$ cat config.mk
export PLATFORM = sky130hd
export DESIGN_NAME = bbd_fifo
export DESIGN_NICKNAME = d
export VERILOG_FILES = /design/src/design/bbd_pkg.sv /design/src/design/bbd_fifo.sv
export SDC_FILE = /design/constraint.sdc
export NUM_CORES = 1
export LEC_CHECK = 0
export ABC_AREA = 0
export BUFFER_PORTS_ARGS = -buffer_cell sky130_fd_sc_hd__buf_2
export CORE_MARGIN = 4
export CORE_UTILIZATION = 44
export CTS_CLUSTER_SIZE = 40
export DETAILED_ROUTE_END_ITERATION = 12
export GPL_TIMING_DRIVEN = 0
export PLACE_DENSITY_LB_ADDON = 0.05
export SETUP_SLACK_MARGIN = 0.5
export SLEW_MARGIN = 5
export SYNTH_ARGS = -nofsm -noshare
export SYNTH_HDL_FRONTEND = slang
export SYNTH_SLANG_ARGS = --single-unit
$ cat constraint.sdc
create_clock -name clk_i -period 2.9 [get_ports clk_i]
set_input_delay 0.145 -clock clk_i [delete_from_list [all_inputs] [get_ports clk_i]]
set_output_delay 0.145 -clock clk_i [all_outputs]
set_load 0.005 [all_outputs]
$ cat src/design/bbd_pkg.sv
// Shared types, constants and register codes of the binary box density fill.
`timescale 1ns / 1ps

package bbd_pkg;

  // Default sizes of the column history memory and of the window.
  localparam int DEF_MAX_ROW_LENGTH  = 512;
  localparam int DEF_MAX_HALF_WINDOW = 15;

  // Configuration port.
  localparam int CFG_IDX_W  = 2;
  localparam int CFG_DATA_W = 17;

  // Register widths and reset values.
  localparam int LEN_W  = 10;
  localparam int ROWS_W = 10;
  localparam int HALF_W = 4;
  localparam int FRAC_W = 17;

  localparam logic [LEN_W-1:0]  RST_ROW_LENGTH    = 10'd256;
  localparam logic [ROWS_W-1:0] RST_ROW_COUNT     = 10'd256;
  localparam logic [HALF_W-1:0] RST_HALF_WINDOW   = 4'd3;
  localparam logic [FRAC_W-1:0] RST_FILL_FRACTION = 17'd36045;

  // Row position, including the tail rows past the image end.
  localparam int ROW_W = 11;
  // One column sum of at most 31 rows, a window total of at most 31 x 31.
  localparam int SUM_W = 5;
  localparam int TOT_W = 10;

  // Queue between the front and the back.
  localparam int QDEPTH = 4;
  localparam int QPTR_W = 2;
  localparam int QCNT_W = 3;

  typedef enum logic [CFG_IDX_W-1:0] {
    REG_ROW_LENGTH    = 2'd0,
    REG_ROW_COUNT     = 2'd1,
    REG_HALF_WINDOW   = 2'd2,
    REG_FILL_FRACTION = 2'd3
  } reg_idx_e;

  // Effective (clamped) configuration.
  typedef struct packed {
    logic [LEN_W-1:0]  len;
    logic [ROWS_W-1:0] rows;
    logic [HALF_W-1:0] half;
    logic [FRAC_W-1:0] frac;
  } cfg_t;

  // One queued word: the column sum of the item and how the back must use it.
  typedef struct packed {
    logic [SUM_W-1:0] colsum;
    logic             row_start;
    logic             sub_in;
    logic             edge_col;
    logic             sub_edge;
    logic             emit;
    logic             fin;
    logic [TOT_W-1:0] area;
  } qent_t;

endpackage

$ cat src/design/bbd_fifo.sv
// Short queue of column-sum words between the front and the back.
`timescale 1ns / 1ps

module bbd_fifo (
  input  logic                       clk_i,
  input  logic                       rst_ni,
  input  logic                       push_i,
  input  bbd_pkg::qent_t             data_i,
  input  logic                       pop_i,
  output logic                       valid_o,
  output bbd_pkg::qent_t             data_o,
  output logic [bbd_pkg::QCNT_W-1:0] count_o
);
  import bbd_pkg::*;

  qent_t             mem_q [QDEPTH];
  logic [QPTR_W-1:0] wptr_q, rptr_q;
  logic [QCNT_W-1:0] count_q;
  logic              do_pop;

  assign valid_o = (count_q != '0);
  assign data_o  = mem_q[rptr_q];
  assign count_o = count_q;
  assign do_pop  = pop_i && valid_o;

  // Pointers and fill level.
  always_ff @(posedge clk_i or negedge rst_ni) begin
    if (!rst_ni) begin
      wptr_q  <= '0;
      rptr_q  <= '0;
      count_q <= '0;
    end else begin
      if (push_i) begin
        wptr_q <= wptr_q + QPTR_W'(1);
      end
      if (do_pop) begin
        rptr_q <= rptr_q + QPTR_W'(1);
      end
      count_q <= count_q + QCNT_W'(push_i) - QCNT_W'(do_pop);
    end
  end

  // Storage.
  always_ff @(posedge clk_i) begin
    if (push_i) begin
      mem_q[wptr_q] <= data_i;
    end
  end

  // The front must never push into a full queue.
  assert property (@(posedge clk_i) disable iff (!rst_ni)
    push_i |-> (count_q < QCNT_W'(QDEPTH)))
    else $error("push into a full queue");

endmodule

## Word level (Yosys, flattened, before mapping)

Memory sizes are Yosys's and may differ from the RTL's.
Index checks and enable logic that the tools add are counted.
W data, S select, Z words.

| cells by class | value |
|---|---|
| add/sub/neg operators | 4 |
| multiplexer cells | 2 |
| reduce and logical (&&, ||, !) cells | 2 |

Operators by type and width:

| kind | number |
|---|---|
| $add A2 B1 Y2 const B | 2 |
| $add A3 B1 Y3 | 1 |
| $reduce_bool A3 Y1 | 1 |
| $sub A3 B1 Y3 | 1 |
| $mux W1 | 2 |
| $logic_and A1 B1 Y1 | 1 |

| storage, ports and cells | value |
|---|---|
| register bits | 7 |
| bits in writable memories | 84 |
| output and inout port bits | 25 |
| memories kept | 1 |

Memory list:

| memory | depth | bits a word | read ports | clocked after memory_dff | wr ports | line | RTL |
|---|---|---|---|---|---|---|---|
| mem_q | 4 | 21 | 1 | 0 | 1 | bbd_fifo.sv:16 | `qent_t mem_q [QDEPTH];` |

## Longest topological paths before layout

| depth | value |
|---|---|
| depth after elaboration | 3 |
| gate-level depth with buffers | 7 |
| depth with buffers taken out | 7 |

## Worst setup path before layout

OpenSTA, ideal clock, no wires.

| timing path | value |
|---|---|
| path kind | reg-to-reg |
| start point | register count_q[1], in the netlist count_o[1] |
| end point | register count_q[2], in the netlist count_o[2] |
| arrival | 1822 ps |
| required time | 2777 ps |
| path slack | 955 ps |
| cell stages (with the launch flop) | 8 |
| buffers on the path | 0 |
| period minus slack after synthesis | 1945 ps |
| cells stage by stage | dfrtp_1 o31a_1 ha_1 inv_1 ha_1 fa_1 xnor2_1 xnor2_1 |

| on the way | value |
|---|---|
| longest elaborated chain between the ends | 3 |
| elaborated cells between the ends (all ways) | 4 |
| those cells by class | 2 x add/sub; 2 x reduce/logical |

RTL lines:

| element | line | RTL |
|---|---|---|
| from (decl) | bbd_fifo.sv:18 | `logic [QCNT_W-1:0] count_q;` |
| from (signal assigned) | bbd_fifo.sv:39 | `count_q <= count_q + QCNT_W'(push_i) - QCNT_W'(do_pop);` |
| $reduce_bool A3 Y1 | bbd_fifo.sv:21 | `assign valid_o = (count_q != '0);` |
| $logic_and A1 B1 Y1 | bbd_fifo.sv:24 | `assign do_pop = pop_i && valid_o;` |
| named net do_pop | bbd_fifo.sv:19 | `logic do_pop;` |
| $sub A3 B1 Y3 | bbd_fifo.sv:39 |  |

The timed path passes the listed nets, and every way through them passes these cells.
A chain may end at the register's enable or synchronous reset.

## Worst setup path in the final report

Same ends and word-level chain as after synthesis.

==> impl_metrics.ini <==
[synth]
synth_area_sq_um = 3460
synth.area.top_cells = edfxtp_1 73%, mux4_2 12%, dfrtp_1 5.1%, mux4_1 2.3%, ha_1 2.2%
synthMostInstantiatedCell = edfxtp_1
synth-xor-area-share = 0.0126
synth.mux.area_fraction = 0.140
synth.yosys.warnings = 0
syn_inst = 144
synth_commonest_cells = 84 x edfxtp_1, 18 x mux4_2, 7 x dfrtp_1
synth_seq_cells = 91
synth.distinct_cells = 18
synth_fa_ha_area_frac = 0.0275
synth-async-reset-ratio = 0.0769
synth_top_area_share = 0.729
synth-simple-area-share = 0.0101
syn_area_per_cell_sq_um = 24.0
syn-num-nets = 176
ys.flop_type = edfxtp_1
seq_area_frac_synth = 0.779
synth_top_area_cell = edfxtp_1
synth_compound_area_frac = 0.00651
synth-edff-count = 84
synth_top_family_by_area = multiplexers

[route]
ant_nets = 0
drc_errors = 0
drt_iter0_markers = 37
wl_per_cell_um = 17.4
drt_wl_total_um = 5610
vias_per_cell = 4.95
dr_total_vias = 1599
dr.pass1.iters = 4

[clock_tree]
max-clock-path-buffers = 2
cts_setup_buffers = 0
cts_buffers = 9
cts_resized = 0
clock-sinks = 91
htree_num_levels = 3
clk-insertion-delay-late_ns = 0.34
cts_tree = built
cts_root_buf = clkbuf_8
clk_pin_slew_ns = 0.09

[floorplan]
rows = 32
die_y_um = 96.7
initial_utilization = 0.450
ioPinCount = 50
die_x_um = 96.7
coreArea_sq_um = 7690
die-area_sq_um = 9350

[grt]
use_met1 = 0.150
use_met2 = 0.214
use_met3 = 0.0375
grt_antenna_before_repair = 0
overflow = 0
grt_max_degree = 22
grt_pass1_vias = 1777
grt_pass1_wl_um = 8980
grt_use_total = 0.127
busiest_layer = met2

[setup_path]
r2r-start = count_o[1]$_DFF_PN0_
crit_buf_inv = 1
startpoint_type = flip-flop
critPathKind = flip-flop to flip-flop
cp_top_family = adder cells
slowest_delay_ns = 0.43
crit_slowest_cell = dfrtp_1
endpoint_kind = flip-flop
cp_data_required_time_ns = 3.17
cp.arrival_ns = 2.32
rr_worst_depth = 7
crit_path_max_fanout = 5
timing.rr.end = count_o[2]$_DFF_PN0_
rrSetupSlack_ns = 0.85
cp_cell_sequence = o31a_1 -> ha_1 -> inv_1 -> ha_1 -> fa_1 -> xnor2_1 -> xnor2_1

[finish]
antenna_cells = 0
stdcell_count = 323
final_core_util = 0.543
fin_nets = 248
stdcell_area_sq_um = 4180
area_growth_pct = 20.7
drive_gt1_frac = 0.394

[placement]
post-place-ws_ns = 0.867
place_hpwl_um = 3570
place_congestion = 0.758
placed_cell_area_sq_um = 3830
port_buffers = 49
place_inst = 295

[timing]
hold_ws_ns = 0.0224
hold_viol = 0
drv_slew = 0
fin_ws_ns = 0.850
finalClockSkew_ns = 0.0109
fin_crit_ns = 2.05
finalSetupTns_ns = 0
setup_violations = 0
rsz0062_at_grt = false
worst_pin_slew_ns = 1.17
timing.slew.headroom = 0.221
period_share = 0.707
clock.fmax_ghz = 0.488

[run_status]
status = finished clean

[pwr]
power.density_nw_per_um2 = 941
p_leak_nw = 1.50
power_switching_mw = 1.08
intPower_mw = 2.85
power_frac_comb = 0.300
p_clk_frac = 0.234
peakVddDrop_uv = 417
swShare = 0.274
pwr-share-seq = 0.466
p_total_mw = 3.93

[run]
drv_cap = 0

[min_path]
worstHoldStart = data_i[20]
worstHoldPathType = input pin to flip-flop
whs_endpoint = mem_q[1][20]$_DFFE_PP_
hold_depth = 1
cell usage in the layout (no fill, tap or decap), types with 2 or more instances in the layout:
cell type / synthesis / final
edfxtp_1: 84 / 84
clkbuf_8: 0 / 9
ha_1: 6 / 6
inv_1: 6 / 6
inv_6: 0 / 2
mux4_2: 18 / 18
dlygate4sd3_1: 0 / 12
bufinv_16: 0 / 2
buf_2: 2 / 51
xnor2_1: 3 / 3
mux4_1: 3 / 3
and2_1: 4 / 4
buf_12: 2 / 2
dfrtp_1: 7 / 7
xor2_1: 2 / 2
clkinv_4: 0 / 2
cell type report:
cell class              count  area [sq um]
repair buffers             61           365
inverters                   6          22.5
well taps                 102           128
flip-flops and latches     91          2700
clock inverters             6          95.1
plain buffers               5          61.3
clock buffers              10           128
fillers                   614          3510
multi-input cells          42           681
flip-flops by register name (all words and copies together), names as in the netlist:
register,count
mem_q,84
count_o,3
wptr_q,2
rptr_q,2
cell families after synthesis:
family          Yosys count
fa+ha+maj                 7
simple gates              6
compound gates            3
xor+xnor                  5
flops                    91
mux                      21
buf+inv                  11
layer usage:
metal  wire length, um  vias up
li1                  -      735
met1              2230      817
met2              3060       38
met3               245        9
met4                79        0
met5                 0        -
power by group through the flow:
| stage | clock network, mW | registers, mW | logic, mW |
|---|---|---|---|
| detailed placement | 0 | 1.87 | 1.22 |
| global route | 1.01 | 1.85 | 1.31 |
| CTS | 0.954 | 1.84 | 1.23 |
| floorplan | 0 | 1.83 | 0.793 |
| global placement | 0 | 1.84 | 1.19 |
| finish | 0.919 | 1.83 | 1.18 |
worst reg2reg max path, stage by stage (launching register included):
cell,delay (ns)
dfrtp_1,0.43
o31a_1,0.35
ha_1,0.29
inv_1,0.04
ha_1,0.18
fa_1,0.37
xnor2_1,0.19
xnor2_1,0.13
worst max-delay path by stage:
stage,startpoint,to,slack [ns],depth (start not counted)
detailed placement,count_o[1]$_DFF_PN0_,count_o[2]$_DFF_PN0_,0.87,7
global placement,count_o[1]$_DFF_PN0_,count_o[2]$_DFF_PN0_,0.92,7
CTS,count_o[1]$_DFF_PN0_,count_o[2]$_DFF_PN0_,0.84,7
floorplan,count_o[1]$_DFF_PN0_,count_o[2]$_DFF_PN0_,0.96,7
global route,count_o[1]$_DFF_PN0_,count_o[2]$_DFF_PN0_,0.75,7
finish,count_o[1]$_DFF_PN0_,count_o[2]$_DFF_PN0_,0.85,7
repair_timing:
| item | in CTS | in global routing |
|---|---|---|
| setup endpoints to repair | 0 | 0 |
| endpoints found under the hold margin | 33 | 11 |
| hold buffers | 9 | 3 |
No activity file was read; power rests on OpenSTA's default activity.
