[src/design/bbd_pkg.sv]
// Shared types, constants and register codes of the binary box density fill.
`timescale 1ns / 1ps

package bbd_pkg;

  // Default sizes of the column history memory and of the window.
  localparam int DEF_MAX_ROW_LENGTH  = 512;
  localparam int DEF_MAX_HALF_WINDOW = 15;

  // Configuration port.
  localparam int CFG_IDX_W  = 2;
  localparam int CFG_DATA_W = 17;

  // Register widths and reset values.
  localparam int LEN_W  = 10;
  localparam int ROWS_W = 10;
  localparam int HALF_W = 4;
  localparam int FRAC_W = 17;

  localparam logic [LEN_W-1:0]  RST_ROW_LENGTH    = 10'd256;
  localparam logic [ROWS_W-1:0] RST_ROW_COUNT     = 10'd256;
  localparam logic [HALF_W-1:0] RST_HALF_WINDOW   = 4'd3;
  localparam logic [FRAC_W-1:0] RST_FILL_FRACTION = 17'd36045;

  // Row position, including the tail rows past the image end.
  localparam int ROW_W = 11;
  // One column sum of at most 31 rows, a window total of at most 31 x 31.
  localparam int SUM_W = 5;
  localparam int TOT_W = 10;

  // Queue between the front and the back.
  localparam int QDEPTH = 4;
  localparam int QPTR_W = 2;
  localparam int QCNT_W = 3;

  typedef enum logic [CFG_IDX_W-1:0] {
    REG_ROW_LENGTH    = 2'd0,
    REG_ROW_COUNT     = 2'd1,
    REG_HALF_WINDOW   = 2'd2,
    REG_FILL_FRACTION = 2'd3
  } reg_idx_e;

  // Effective (clamped) configuration.
  typedef struct packed {
    logic [LEN_W-1:0]  len;
    logic [ROWS_W-1:0] rows;
    logic [HALF_W-1:0] half;
    logic [FRAC_W-1:0] frac;
  } cfg_t;

  // One queued word: the column sum of the item and how the back must use it.
  typedef struct packed {
    logic [SUM_W-1:0] colsum;
    logic             row_start;
    logic             sub_in;
    logic             edge_col;
    logic             sub_edge;
    logic             emit;
    logic             fin;
    logic [TOT_W-1:0] area;
  } qent_t;

endpackage

[src/design/bbd_if.sv]


interface bbd_out_if;
  logic valid;
  logic ready;
  logic pixel_out;
  logic last;

  modport source (output valid, output pixel_out, output last, input ready);
  modport sink (input valid, input pixel_out, input last, output ready);
endinterface

[src/design/bbd_back.sv]
// Back: running window totals, density compare and the result register.
`timescale 1ns / 1ps

module bbd_back #(
  parameter int MaxHalfWindow = bbd_pkg::DEF_MAX_HALF_WINDOW
) (
  input  logic           clk_i,
  input  logic           rst_ni,
  input  bbd_pkg::cfg_t  cfg_i,
  input  logic           q_valid_i,
  input  bbd_pkg::qent_t q_data_i,
  output logic           q_pop_o,
  bbd_out_if.source      out_ch
);
  import bbd_pkg::*;

  localparam int TAPN = 2 * MaxHalfWindow + 1;
  localparam int TAPW = (TAPN > 1) ? $clog2(TAPN) : 1;
  localparam int PW   = FRAC_W + TOT_W;

  logic [SUM_W-1:0] sr_q [TAPN];
  logic [TOT_W-1:0] tot_q, tot_d, ext_q, ext_d, ones_d;
  logic [TOT_W-1:0] cs, tap, tap_in, tap_edge;
  logic [TAPW-1:0]  tap_idx;

  logic             en1, en2, en3;
  logic             b1v_q, pv_q, ov_q;
  logic [TOT_W-1:0] b1_ones_q, b1_area_q;
  logic             b1_fin_q;
  logic [PW-1:0]    prod_q;
  logic [TOT_W-1:0] p_ones_q;
  logic             p_fin_q;
  logic             pix_q, last_q;

  // Stage enables, from the result register backward.
  assign en3     = !ov_q || out_ch.ready;
  assign en2     = !pv_q || en3;
  assign en1     = !b1v_q || en2;
  assign q_pop_o = en1 && q_valid_i;

  // Column sum of the word that left the window, 2H+1 words back.
  assign tap_idx  = TAPW'({cfg_i.half, 1'b0});
  assign cs       = TOT_W'(q_data_i.colsum);
  assign tap      = TOT_W'(sr_q[tap_idx]);
  assign tap_in   = q_data_i.sub_in ? tap : '0;
  assign tap_edge = q_data_i.sub_edge ? tap : '0;

  // Row total grows along the row; the edge total serves the right edge
  // results that fall in the first columns of the next row.
  always_comb begin
    tot_d = tot_q;
    ext_d = ext_q;
    if (q_data_i.row_start) begin
      tot_d = cs;
      ext_d = tot_q - tap_edge;
    end else begin
      tot_d = tot_q + cs - tap_in;
      if (q_data_i.edge_col) begin
        ext_d = ext_q - tap_edge;
      end
    end
    ones_d = q_data_i.edge_col ? ext_d : tot_d;
  end

  // Control registers.
  always_ff @(posedge clk_i or negedge rst_ni) begin
    if (!rst_ni) begin
      tot_q <= '0;
      ext_q <= '0;
      b1v_q <= 1'b0;
      pv_q  <= 1'b0;
      ov_q  <= 1'b0;
    end else begin
      if (q_pop_o) begin
        tot_q <= tot_d;
        ext_q <= ext_d;
      end
      if (en1) begin
        b1v_q <= q_pop_o && q_data_i.emit;
      end
      if (en2) begin
        pv_q <= b1v_q;
      end
      if (en3) begin
        ov_q <= pv_q;
      end
    end
  end

  // Payload registers: tap line, totals, product and result word.
  always_ff @(posedge clk_i) begin
    if (q_pop_o) begin
      sr_q[0] <= q_data_i.colsum;
      for (int i = 1; i < TAPN; i++) begin
        sr_q[i] <= sr_q[i-1];
      end
    end
    if (en1) begin
      b1_ones_q <= ones_d;
      b1_area_q <= q_data_i.area;
      b1_fin_q  <= q_data_i.fin;
    end
    if (en2) begin
      prod_q   <= PW'(cfg_i.frac) * PW'(b1_area_q);
      p_ones_q <= b1_ones_q;
      p_fin_q  <= b1_fin_q;
    end
    if (en3) begin
      pix_q  <= ({p_ones_q, 16'd0} > prod_q);
      last_q <= p_fin_q;
    end
  end

  assign out_ch.valid     = ov_q;
  assign out_ch.pixel_out = pix_q;
  assign out_ch.last      = last_q;

endmodule

[src/flat_wrapper.sv]
// flat-port wrapper written by rule: the top's interface ports become plain ports
module bbd_back_flat import bbd_pkg::*;
#(
  parameter int MaxHalfWindow = bbd_pkg::DEF_MAX_HALF_WINDOW
)
  (clk_i, rst_ni, cfg_i, q_valid_i, q_data_i, q_pop_o, out_ch_valid, out_ch_pixel_out, out_ch_last, out_ch_ready);
  bbd_out_if out_ch_i ();
  input  logic clk_i;
  input  logic rst_ni;
  input  bbd_pkg::cfg_t cfg_i;
  input  logic q_valid_i;
  input  bbd_pkg::qent_t q_data_i;
  output logic q_pop_o;
  output wire logic [$bits(out_ch_i.valid)-1:0] out_ch_valid;
  output wire logic [$bits(out_ch_i.pixel_out)-1:0] out_ch_pixel_out;
  output wire logic [$bits(out_ch_i.last)-1:0] out_ch_last;
  input wire logic [$bits(out_ch_i.ready)-1:0] out_ch_ready;
  assign out_ch_valid = out_ch_i.valid;
  assign out_ch_pixel_out = out_ch_i.pixel_out;
  assign out_ch_last = out_ch_i.last;
  assign out_ch_i.ready = out_ch_ready;
  bbd_back #(.MaxHalfWindow(MaxHalfWindow)) u_core (.clk_i(clk_i), .rst_ni(rst_ni), .cfg_i(cfg_i), .q_valid_i(q_valid_i), .q_data_i(q_data_i), .q_pop_o(q_pop_o), .out_ch(out_ch_i));
endmodule
[config.mk]
export PLATFORM = sky130hd
export DESIGN_NAME = bbd_back_flat
export DESIGN_NICKNAME = d
export VERILOG_FILES = /design/src/design/bbd_pkg.sv /design/src/design/bbd_if.sv /design/src/design/bbd_back.sv /design/src/flat_wrapper.sv
export SDC_FILE = /design/constraint.sdc
export NUM_CORES = 1
export LEC_CHECK = 0
export BUFFER_PORTS_ARGS = -buffer_cell sky130_fd_sc_hd__buf_4
export CAP_MARGIN = 15
export CORE_AREA = 2 2 178 180
export CTS_BUF_LIST = sky130_fd_sc_hd__clkbuf_4
export DETAILED_ROUTE_END_ITERATION = 7
export DIE_AREA = 0 0 180 182
export PLACE_DENSITY_LB_ADDON = 0.08
export SYNTH_ARGS = -nofsm -noshare
export SYNTH_HDL_FRONTEND = slang
export SYNTH_SLANG_ARGS = --single-unit
[constraint.sdc]
create_clock -name clk_i -period 10.95 [get_ports clk_i]
set_input_delay 1.6425 -clock clk_i [delete_from_list [all_inputs] [get_ports clk_i]]
set_output_delay 1.6425 -clock clk_i [all_outputs]
set_load 0.01 [all_outputs]
## Word level (Yosys, flattened, before mapping)

Memory sizes are Yosys's and may differ from the RTL's.
Cells that the tools add are included.

| operators by class | value |
|---|---|
| multipliers | 1 |
| reduce and logical (&&, ||, !) cells | 8 |
| $add $sub $neg | 4 |
| mux-type cells | 8 |
| magnitude comparators | 1 |

Operator list:

| operator | count |
|---|---|
| $mux 10 | 4 |
| $sub 10x10->10 | 3 |
| $gt 26x27->1 | 1 |
| $mul 17x10->27 | 1 |
| $add 10x5->10 | 1 |
| $mux 5 | 2 |
| $logic_not 1->1 | 3 |
| $logic_or 1x1->1 | 3 |
| $logic_and 1x1->1 | 2 |
| $mux 1 | 2 |

| storage, ports and cells | value |
|---|---|
| output and inout port bits | 4 |
| bits in registers | 84 |
| memories kept | 1 |
| bits of input ports | 66 |
| memory bits (writable) | 155 |
| word-level logic and storage cells | 36 |

Memory list:

| memory | words | bits a word | read ports | clocked after Yosys merged registers in | wr ports | line | RTL |
|---|---|---|---|---|---|---|---|
| u_core.sr_q | 31 | 5 | 31 | 0 | 31 | bbd_back.sv:21 | `logic [SUM_W-1:0] sr_q [TAPN];` |

## Depth between registers and ports, before layout

| depth | value |
|---|---|
| word-level depth | 7 |
| gate-level depth with buffers | 22 |
| gate-level depth less buffers | 19 |

## Least setup slack after synthesis

OpenSTA, ideal clock, no wires.

| timing | value |
|---|---|
| path kind | input-to-output |
| start | input out_ch_ready |
| end | output q_pop_o |
| required time | 9.308 ns |
| stages on the path | 5 |
| setup slack | 2.073 ns |
| arrival | 7.235 ns |
| path buffers | 1 |
| cells stage by stage | nor2b_1 > nand3_1 > nand2_1 > clkinv_1 > clkbuf_1 |

| between the ends | value |
|---|---|
| longest elaborated chain between the ends | 4 |

RTL lines:

| element | line | RTL |
|---|---|---|
| from (decl) | flat_wrapper.sv:17 | `input wire logic [$bits(out_ch_i.ready)-1:0] out_ch_ready;` |
| $logic_or 1x1->1 | bbd_back.sv:36 | `assign en3 = !ov_q \|\| out_ch.ready;` |
| $logic_or 1x1->1 | bbd_back.sv:37 | `assign en2 = !pv_q \|\| en3;` |
| $logic_or 1x1->1 | bbd_back.sv:38 | `assign en1 = !b1v_q \|\| en2;` |
| $logic_and 1x1->1 | bbd_back.sv:39 | `assign q_pop_o = en1 && q_valid_i;` |
| to (decl) | flat_wrapper.sv:13 | `output logic q_pop_o;` |

Every way passes these cells.

## Worst setup path in the final report

| timing | value |
|---|---|
| start | input cfg_i[7] in the netlist's numbering |
| end | register u_core.prod_q[26], data pin |

| between the ends | value |
|---|---|
| longest elaborated chain between the ends | 1 |

RTL lines:

| element | line | RTL |
|---|---|---|
| from (decl) | flat_wrapper.sv:10 | `input bbd_pkg::cfg_t cfg_i;` |
| $mul 17x10->27 | bbd_back.sv:104 | `prod_q <= PW'(cfg_i.frac) * PW'(b1_area_q);` |
| to (signal assigned) | bbd_back.sv:104 |  |
| to (decl) | bbd_back.sv:30 | `logic [PW-1:0] prod_q;` |

Every way passes these cells.
A chain may end at the register's enable or synchronous reset.

==> results.toml <==
[pwr]
p_switching_mw = 1.71
p_sw_frac = 0.394
power.combinational.fraction = 0.511
internal_power_mw = 2.62
power.share.clock = 0.181
power_frac_seq = 0.307
lkg_pwr_nw = 7.31
vdd_ir_drop_max_uv = 126
pwr_density_cell_mw_per_mm2 = 259

[sta]
tightestPinTransition_ns = 0.815
maxSlewHeadroom = 0.455
report.final.slew_viol_count = 0
period_needed_ns = 6.15
finalHoldViolations = 0
max_freq_mhz = 163
finalSetupViolations = 0
setup_slack_ns = 4.80
grt_setup_unrepaired = "false"
fin_crit_sh = 0.561
setup_total_negative_slack_ns = 0
worst_clock_skew_ns = 0.0874

[floorplan]
fp.dieArea_mm2 = 0.0328
fp.dieH_um = 182
die_w_um = 180
initial_utilization = 0.490
ios = 70
fp.coreArea_mm2 = 0.0310
core_rows = 65

[critical_path]
worstSetupStartpointType = "input pin"
timing.critical_path.slowest_cell_delay_ns = 0.56
cp_slowest_cell = "fa_1"
worstSetupPathType = "in2reg"
worst_setup_path_end_kind = "flip-flop"
timing.critical_path.cells = "buf_4 > nand2_1 > fa_1 > inv_1 > fa_1 > inv_1 > fa_1 > inv_1 > fa_1 > inv_1 > fa_1 > inv_1 > ha_1 > nand4_1 > o221ai_1 > nand4_1 > a21oi_1 > o21ai_0 > o21ai_0 > xnor2_1"
critPathRequiredTime_ns = 11.33
critical_path.max_fanout = 10
timing.critical_path.arrival_ns = 6.53
worst_r2r_path_depth = 19

[placed_design]
post_dp_hpwl_mm = 20.6
dp_worst_setup_slack_ns = 4.14
numPortBuffers = 49
gp_routability_congestion = 0.814

[drt]
route.antenna.remaining_nets = 0
route.detailed.wl_per_inst_um = 16.7
detail_route.drc_violations = 0
totalWireLength_mm = 29.0
vias_per_cell = 5.21
vias = 9049
drt_first_iter_violations = 471
dr.pass1.iters = 4

[synthesis]
syn-num-nets = 1504
synthArstFlopShare = 0.0962
synth.cells.most_frequent = "edfxtp_1 (216), inv_1 (172), fa_1 (125)"
post_synth_inst_count = 1218
synth_largest_area_cell = "edfxtp_1"
synth_flop_cell = "edfxtp_1"
yosysTopAreaCellShare = 0.427
synth_cell_type_count = 59
synth_seq_area_share = 0.465
synthesis.area_per_instance_um2 = 12.5
synthesis.area_mm2 = 0.0152
ys_warn_count = 0
synth.most_common_cell = "edfxtp_1"
synth.area.top_cells = "edfxtp_1 (43%), fa_1 (16%), ha_1 (7.8%)"
postSynthRegisterBits = 239
synth_edf_count = 216

[clock_tree]
cts_tree = "built"
post_cts_buffers = 0
cts-root-to-sink-buffers = 3
numCtsBuffers = 67
cts_hold_repair.buffers = 0
h_tree_levels = 3
cts_num_sinks = 239
postCtsResizedCells = 0
clock_insertion_delay_worst_skew_ns = 0.69
cts-root-buf = "clkbuf_4"
clkSlewWorstSetupHoldPaths_ns = 0.06

[layout]
layout.nets = 1576
layout-drive-gt1-share = 0.146
areaGrowthSynthToFinish_pct = 10.0

[min_path]
min_path_cells = 0
hold_class = "reg2reg"

[grt]
grt_pass1_wl_mm = 49.3
grt_max_degree = 64
first_global_vias = 9674
track_usage = 0.189
grt-ovfl-total = 0
number_of_antenna_violations_at_the_first_check_in_global_routing = 1

[job]
cap_viol_max_count = 0

[outcome]
run_status = "finished, final reports clean"
-- critical path, delay by kind of cell --
| family | cells | cell delay, ns |
|---|---|---|
| xor gates and xnor gates | 1 | 0.11 |
| adders and majority gates | 6 | 2.93 |
| AOI/OAI and AO/OA | 4 | 1.01 |
| buffers and inverters | 6 | 0.41 |
| and+or+nand+nor | 3 | 0.41 |
-- placed cells by master (no fill, tap or decap), types with 23 or more instances in the layout --
cell and instances:
dfrtp_1 23, ha_1 95, inv_1 172, xnor2_1 28
nor2_1 29, buf_4 53, mux4_2 27, o21ai_0 42
edfxtp_1 216, fa_1 125, nand2_1 123, clkbuf_4 92
a21oi_1 32, and2_1 94
-- area by class of cell --
cell class	count	area, µm²
clock inverters	21	119
inverters	173	654
well taps	402	503
diodes	1	2.50
flip-flops and latches	239	7060
clock buffers	92	691
multi-input cells	756	7280
repair buffers	53	398
fillers	2674	14300
-- through the flow --
step / std cells / power [mW] / utilization / hold slack, ns / instance area (µm²)
4_1_cts: 1736 / 4.40 / 0.539 / 0.371 / 16700
6_report: 1737 / 4.33 / 0.539 / 0.386 / 16700
3_3_place_gp: 1623 / 3.56 / 0.513 / 0.401 / 15900
3_5_place_dp: 1623 / 3.55 / 0.513 / 0.405 / 15900
5_1_grt: 1737 / 4.76 / 0.539 / 0.388 / 16700
2_1_floorplan: 1218 / 3.07 / - / 0.400 / 15200
-- state kept, by name, indices dropped and copies added, names as in the netlist --
| name | count |
|---|---|
| u_core.p_fin_q | 1 |
| u_core.out_ch.valid | 1 |
| u_core.b1v_q | 1 |
| u_core.p_ones_q | 10 |
| u_core.ext_q | 10 |
| u_core.b1_area_q | 10 |
| u_core.sr_q | 155 |
| u_core.tot_q | 10 |
| u_core.b1_fin_q | 1 |
| u_core.out_ch.pixel_out | 1 |
| u_core.prod_q | 27 |
| u_core.pv_q | 1 |
| u_core.b1_ones_q | 10 |
| u_core.out_ch.last | 1 |
-- path summary, 6_finish.rpt --
path / endpoint / startpoint / slack [ns]
max in group asynchronous: u_core.ext_q[6]$_DFFE_PN0P_ / rst_ni / 9.78
setup reg to reg: u_core.prod_q[26]$_DFFE_PP_ / u_core.b1_area_q[1]$_DFFE_PN_ / 5.02
setup / recovery: u_core.prod_q[26]$_DFFE_PP_ / cfg_i[7] / 4.80
min in group asynchronous: u_core.tot_q[2]$_DFFE_PN0P_ / rst_ni / 0.88
hold / removal: u_core.sr_q[24][3]$_DFFE_PP_ / u_core.sr_q[23][3]$_DFFE_PP_ / 0.39
hold reg to reg: u_core.sr_q[24][3]$_DFFE_PP_ / u_core.sr_q[23][3]$_DFFE_PP_ / 0.39
-- power groups by stage --
stage | Combinational (mW) | Sequential [mW] | Clock [mW]
after CTS | 2.24 | 1.33 | 0.824
final | 2.21 | 1.33 | 0.784
after global placement | 2.21 | 1.34 | 0
after detailed placement | 2.20 | 1.35 | 0
after floorplan | 1.74 | 1.32 | 0
after global routing | 2.55 | 1.35 | 0.863
-- cell families after synthesis --
| family | Yosys count | share of synthesized area |
|---|---|---|
| flip-flops | 239 | 0.465 |
| XOR/XNOR | 43 | 0.0248 |
| buffers and inverters | 223 | 0.0558 |
| multiplexers | 40 | 0.0491 |
| AND/OR/NAND/NOR | 310 | 0.103 |
| AO/OA/AOI/OAI | 143 | 0.0595 |
| adder cells (fa/ha/maj) | 220 | 0.243 |
-- metal layers --
metal	track usage	vias to the layer above	part of all wire
met4	0.0673	0	0.024
met5	0	-	0
met3	0.0341	46	0.033
li1	-	4307	-
met2	0.299	152	0.46
met1	0.264	4544	0.48
Note: power is estimated with default switching activity, not from simulation.
